==> src/hdl/dtpf_ram.sv <==
module dtpf_ram #(
	parameter int WIDTH = 8,
	parameter int DEPTH = 16
) (
	input  logic                     clk,
	input  logic                     we,
	input  logic [$clog2(DEPTH)-1:0] waddr,
	input  logic [WIDTH-1:0]         wdata,
	input  logic                     re,
	input  logic [$clog2(DEPTH)-1:0] raddr,
	output logic [WIDTH-1:0]         rdata
);

	logic [WIDTH-1:0] mem [DEPTH];

	always_ff @(posedge clk) begin
		if (we) begin
			mem[waddr] <= wdata;
		end
		if (re) begin
			rdata <= mem[raddr];
		end
	end

endmodule

==> config.mk <==
export PLATFORM = sky130hd
export DESIGN_NAME = dtpf_ram
export DESIGN_NICKNAME = d
export VERILOG_FILES = /design/src/hdl/dtpf_ram.sv
export SDC_FILE = /design/constraint.sdc
export NUM_CORES = 1
export LEC_CHECK = 0
export BUFFER_PORTS_ARGS = -buffer_cell sky130_fd_sc_hd__buf_2
export CAP_MARGIN = 20
export CORE_ASPECT_RATIO = 1.5
export CORE_MARGIN = 4
export CORE_UTILIZATION = 46
export DETAILED_ROUTE_END_ITERATION = 6
export GPL_TIMING_DRIVEN = 0
export PLACE_DENSITY = 0.66
export SLEW_MARGIN = 25
export SYNTH_ARGS = -nofsm -noshare
export SYNTH_HDL_FRONTEND = slang
export SYNTH_SLANG_ARGS = --single-unit
==> constraint.sdc <==
create_clock -name clk -period 4.2 [get_ports clk]
set_clock_uncertainty 0.15 [all_clocks]
set_input_delay 0.63 -clock clk [delete_from_list [all_inputs] [get_ports clk]]
set_output_delay 0.63 -clock clk [all_outputs]
set_load 0.02 [all_outputs]
; ---- Yosys cells after proc, flatten, opt, wreduce, memory -nomap -nowiden
; Memories as Yosys holds them, arrays and structs flattened. A register that Yosys moved wholly into a read port is not among the register bits.
; Cells that the tools add are included.
[op_classes]
muxes = 2
[ops]
columns = operator, count
row1 = 2-to-1 mux 1 bit, 2
[word_totals]
ff_bits = 0
ram_bits = 128
inputBits = 19
output_inout_bits = 8
wordCells = 3
n_memories = 1
[memory_table]
columns = memory, words, width, read_ports, rd_clocked_by_memory_dff, wr, line_no
row1 = mem, 16, 8, 1, 1, 1, 14  ; logic [WIDTH-1:0] mem [DEPTH];

; ---- Depth between registers and ports, before layout
[logic_depth]
ltp_word = 2
ltp_mapped = 5
ltp_nobuf = 3

; ---- Worst setup path before layout
; No wires, ideal clock.
[synth_path]
path_type = input-to-reg
startpoint = input port waddr[2]
endpoint = memory mem[0][0] (enable)
t_arrival_ps = 1740
t_required_ps = 3667
setup_slack_ps = 1927
cell_stages = 2
path_buffers = 0
cell_sequence = or3b_2 > nor3_1
[synth_rtl]
columns = item, line_no
row1 = from (decl), 7  ; input logic [$clog2(DEPTH)-1:0] waddr,
row2 = to (decl), 14
; Straight into the memory's write port.

; ---- Worst setup path after layout
[layout_path]
startpoint = input port waddr[2]
endpoint = memory mem[2][3] (enable)
; Straight into the memory's write port.

==> key figures <==
Route
  – Total routed wirelength: 9510 um
  – WL per Instance: 22.2 um
  – Post-route ant nets: 0
  – # DRC: 0
  – DR iter-0 viols: 238
  – DRT Pass-1 Iters: 4
  – Via-per-instance ratio: about 5.5
  – Total number of vias: 2355

Critical path
  – R2r endpoint: rdata[0]
  – R2R setup slack: 2480 ps
  – Critical Path Source: waddr[2]
  – Max FO, Critical Path: 8
  – Crit path max-delay cell type: nor2_1
  – End point of the critical path: mem[2][3]
  – RR Startpoint: mem[1][0]
  – R2R cell count: 3
  – CP Data Required Time: 4080 ps
  – Stages on worst setup path: 3
  – Delay-heaviest family, CP: simple AND/OR/NAND/NOR gates
  – Critical path arrival: between 1500 and 2000 ps
  – Crit path kind: in2reg
  – Crit-path cells: buf_2 > or3b_2 > nor2_1
  – Worst setup SP type: input pin
  – Critical path buffers and inverters: 1
  – Crit end category: flop
  – CP max stage delay: around 640 ps

Floorplan
  – Ports: 27
  – Die outline height: 139 um
  – Core Rows: 47
  – CORE AREA: 11100 sq um
  – Full die area: 13200 sq um
  – Initial Util: 0.473
  – Die X: between 90 and 100 um

GRT
  – Total global routing overflow: 0
  – Initial antenna violation count: 0
  – Number of global-route vias before repair: 2442
  – First-pass GRT wire length: approximately 15000 um
  – Pin count of the biggest net entering global routing: 17
  – Tot GR Track Use: 0.162

Timing
  – Crit share post-route: 0.482
  – Endpoints failing setup: 0
  – Crit path time final: 2030 ps
  – Rel. slew slack: 0.450
  – RSZ-0062 raised after global routing: false
  – Final Hold Fails: 0
  – Peak Freq: 0.494 GHz
  – Slew @ Worst Pin: slightly above 800 ps
  – Fin Setup TNS: 0 ps
  – Slew Viols, Final: 0

CTS
  – H-tree levels: 4
  – Root Driver: clkbuf_16
  – Gates resized, CTS repair: 0
  – TritonCTS buffer count: 17
  – Worst skew pair latency: approximately 400 ps
  – Setup Fix Bufs, Post-CTS: 0
  – CTS tree: yes
  – Max Buffers Root-to-Sink: 2
  – Hold buffers post-CTS: 0
  – CTS clk-pin slew, worst paths: 50 ps
  – CTS sink count: 136

Job
  – # Max-Cap Violations: 0

Finish
  – Fill cell count: a little under 900
  – Most frequent cells in the layout: 136 x edfxtp_1, 28 x buf_2, 18 x mux4_2
  – Fin nets: 292
  – Post-route insts no fill: 429
  – Antenna cell count: 0
  – Commonest non-fill, non-tap cell in the layout: edfxtp_1
  – Post-route core utilization: 0.545
  – Ratio of cells with drive above 1 in the final layout: 0.277
  – Area Overhead vs Synth: 15.3%

Placement
  – Global placer's final weighted congestion: 0.747
  – Placed cells: about 400
  – I/O Buffers: 25
  – Post-DP HPWL: ~6400 um

Yosys
  – Post-synthesis sequential area ratio: 0.781
  – Synth top area share: 0.781
  – Cells after synthesis: roughly 230
  – Syn Area/Cell: 22.8 sq um
  – Synth Warn #: 0
  – Main area contributors after synthesis: edfxtp_1 78%, mux4_2 7.8%, mux4_1 7.0%
  – Cell taking the most area after synthesis: edfxtp_1
  – Mapped Nets: approximately 250
  – Synthesized cell area: about 5200 sq um
  – Yosys cell types: 18
  – Yosys reg bits: 136

Outcome
  – Outcome: completed

Pwr
  – Leakage: 1.99 nW
  – Power per cell area: 479 nW/um^2
  – Worst vdd rail ir drop: 0.278 mV

Min path
  – Hold WC Path Type: in2reg
metal layers:
layer  GRT usage  vias to the layer above  routed length, um
li1            -                     1067                  -
met1       0.211                     1193               3750
met2       0.258                       80               4990
met3      0.0440                       15                557
met4      0.0646                        0                205
met5           0                        -                  0
worst min-delay path by stage:
stage	startpoint	end	cells after the start
global route	re	rdata[3]	1
global placement	mem[14][3]	rdata[3]	3
CTS	re	rdata[6]	1
floorplan	mem[7][0]	rdata[0]	3
finish	re	rdata[3]	1
detailed placement	mem[14][3]	rdata[3]	3
power breakdown:
part	internal [mW]	switching [mW]
Clock	0.724	0.474
Sequential	1.53	0.00601
Combinational	0.0592	0.0904
Total	2.31	0.570
flip-flops by register name, indices dropped and copies added (netlist names):
register and count:
mem 128, rdata 8
final cells by class:
class | count | area (sq um) | area share
Buffer | 10 | 86.3 | 0.0143
Clock buffer | 20 | 437 | 0.0724
Clock inverter | 8 | 36.3 | 0.00602
Multi-Input combinational cell | 83 | 1080 | 0.179
Sequential cell | 136 | 4080 | 0.677
Tap cell | 147 | 184 | 0.0305
Timing Repair Buffer | 25 | 125 | 0.0208
synthesized netlist by cell type:
cell type / count
edfxtp_1: 136
mux4_2: 18
a22oi_1: 16
mux4_1: 14
nor2_1: 13
nand2_1: 9
nor3_1: 4
buf_2: 3
buf_6: 3
clkdlybuf4s25_2: 3
nand2b_1: 2
nand3b_1: 2
and2_1: 1
and2b_1: 1
buf_4: 1
nand3_1: 1
nor2b_1: 1
or3b_2: 1
stage by stage:
| stage | hold WS (ps) | setup WS (ps) | area (sq um) | power [mW] |
|---|---|---|---|---|
| 2_1_floorplan | 555 | 1930 | 5230 | 1.65 |
| 3_3_place_gp | 595 | 1330 | 5540 | 1.71 |
| 3_5_place_dp | 603 | 1730 | 5560 | 1.72 |
| 4_1_cts | 401 | 2130 | 6030 | 2.90 |
| 5_1_grt | 402 | 2060 | 6030 | 2.99 |
| 6_report | 411 | 2170 | 6030 | 2.89 |
cell families after synthesis:
family	synth area share
AOI/OAI and AO/OA	0.0230
buffers and inverters	0.0165
and+or+nand+nor	0.0314
muxes	0.148
DFF	0.781
Power figures use the tool's default switching activity.
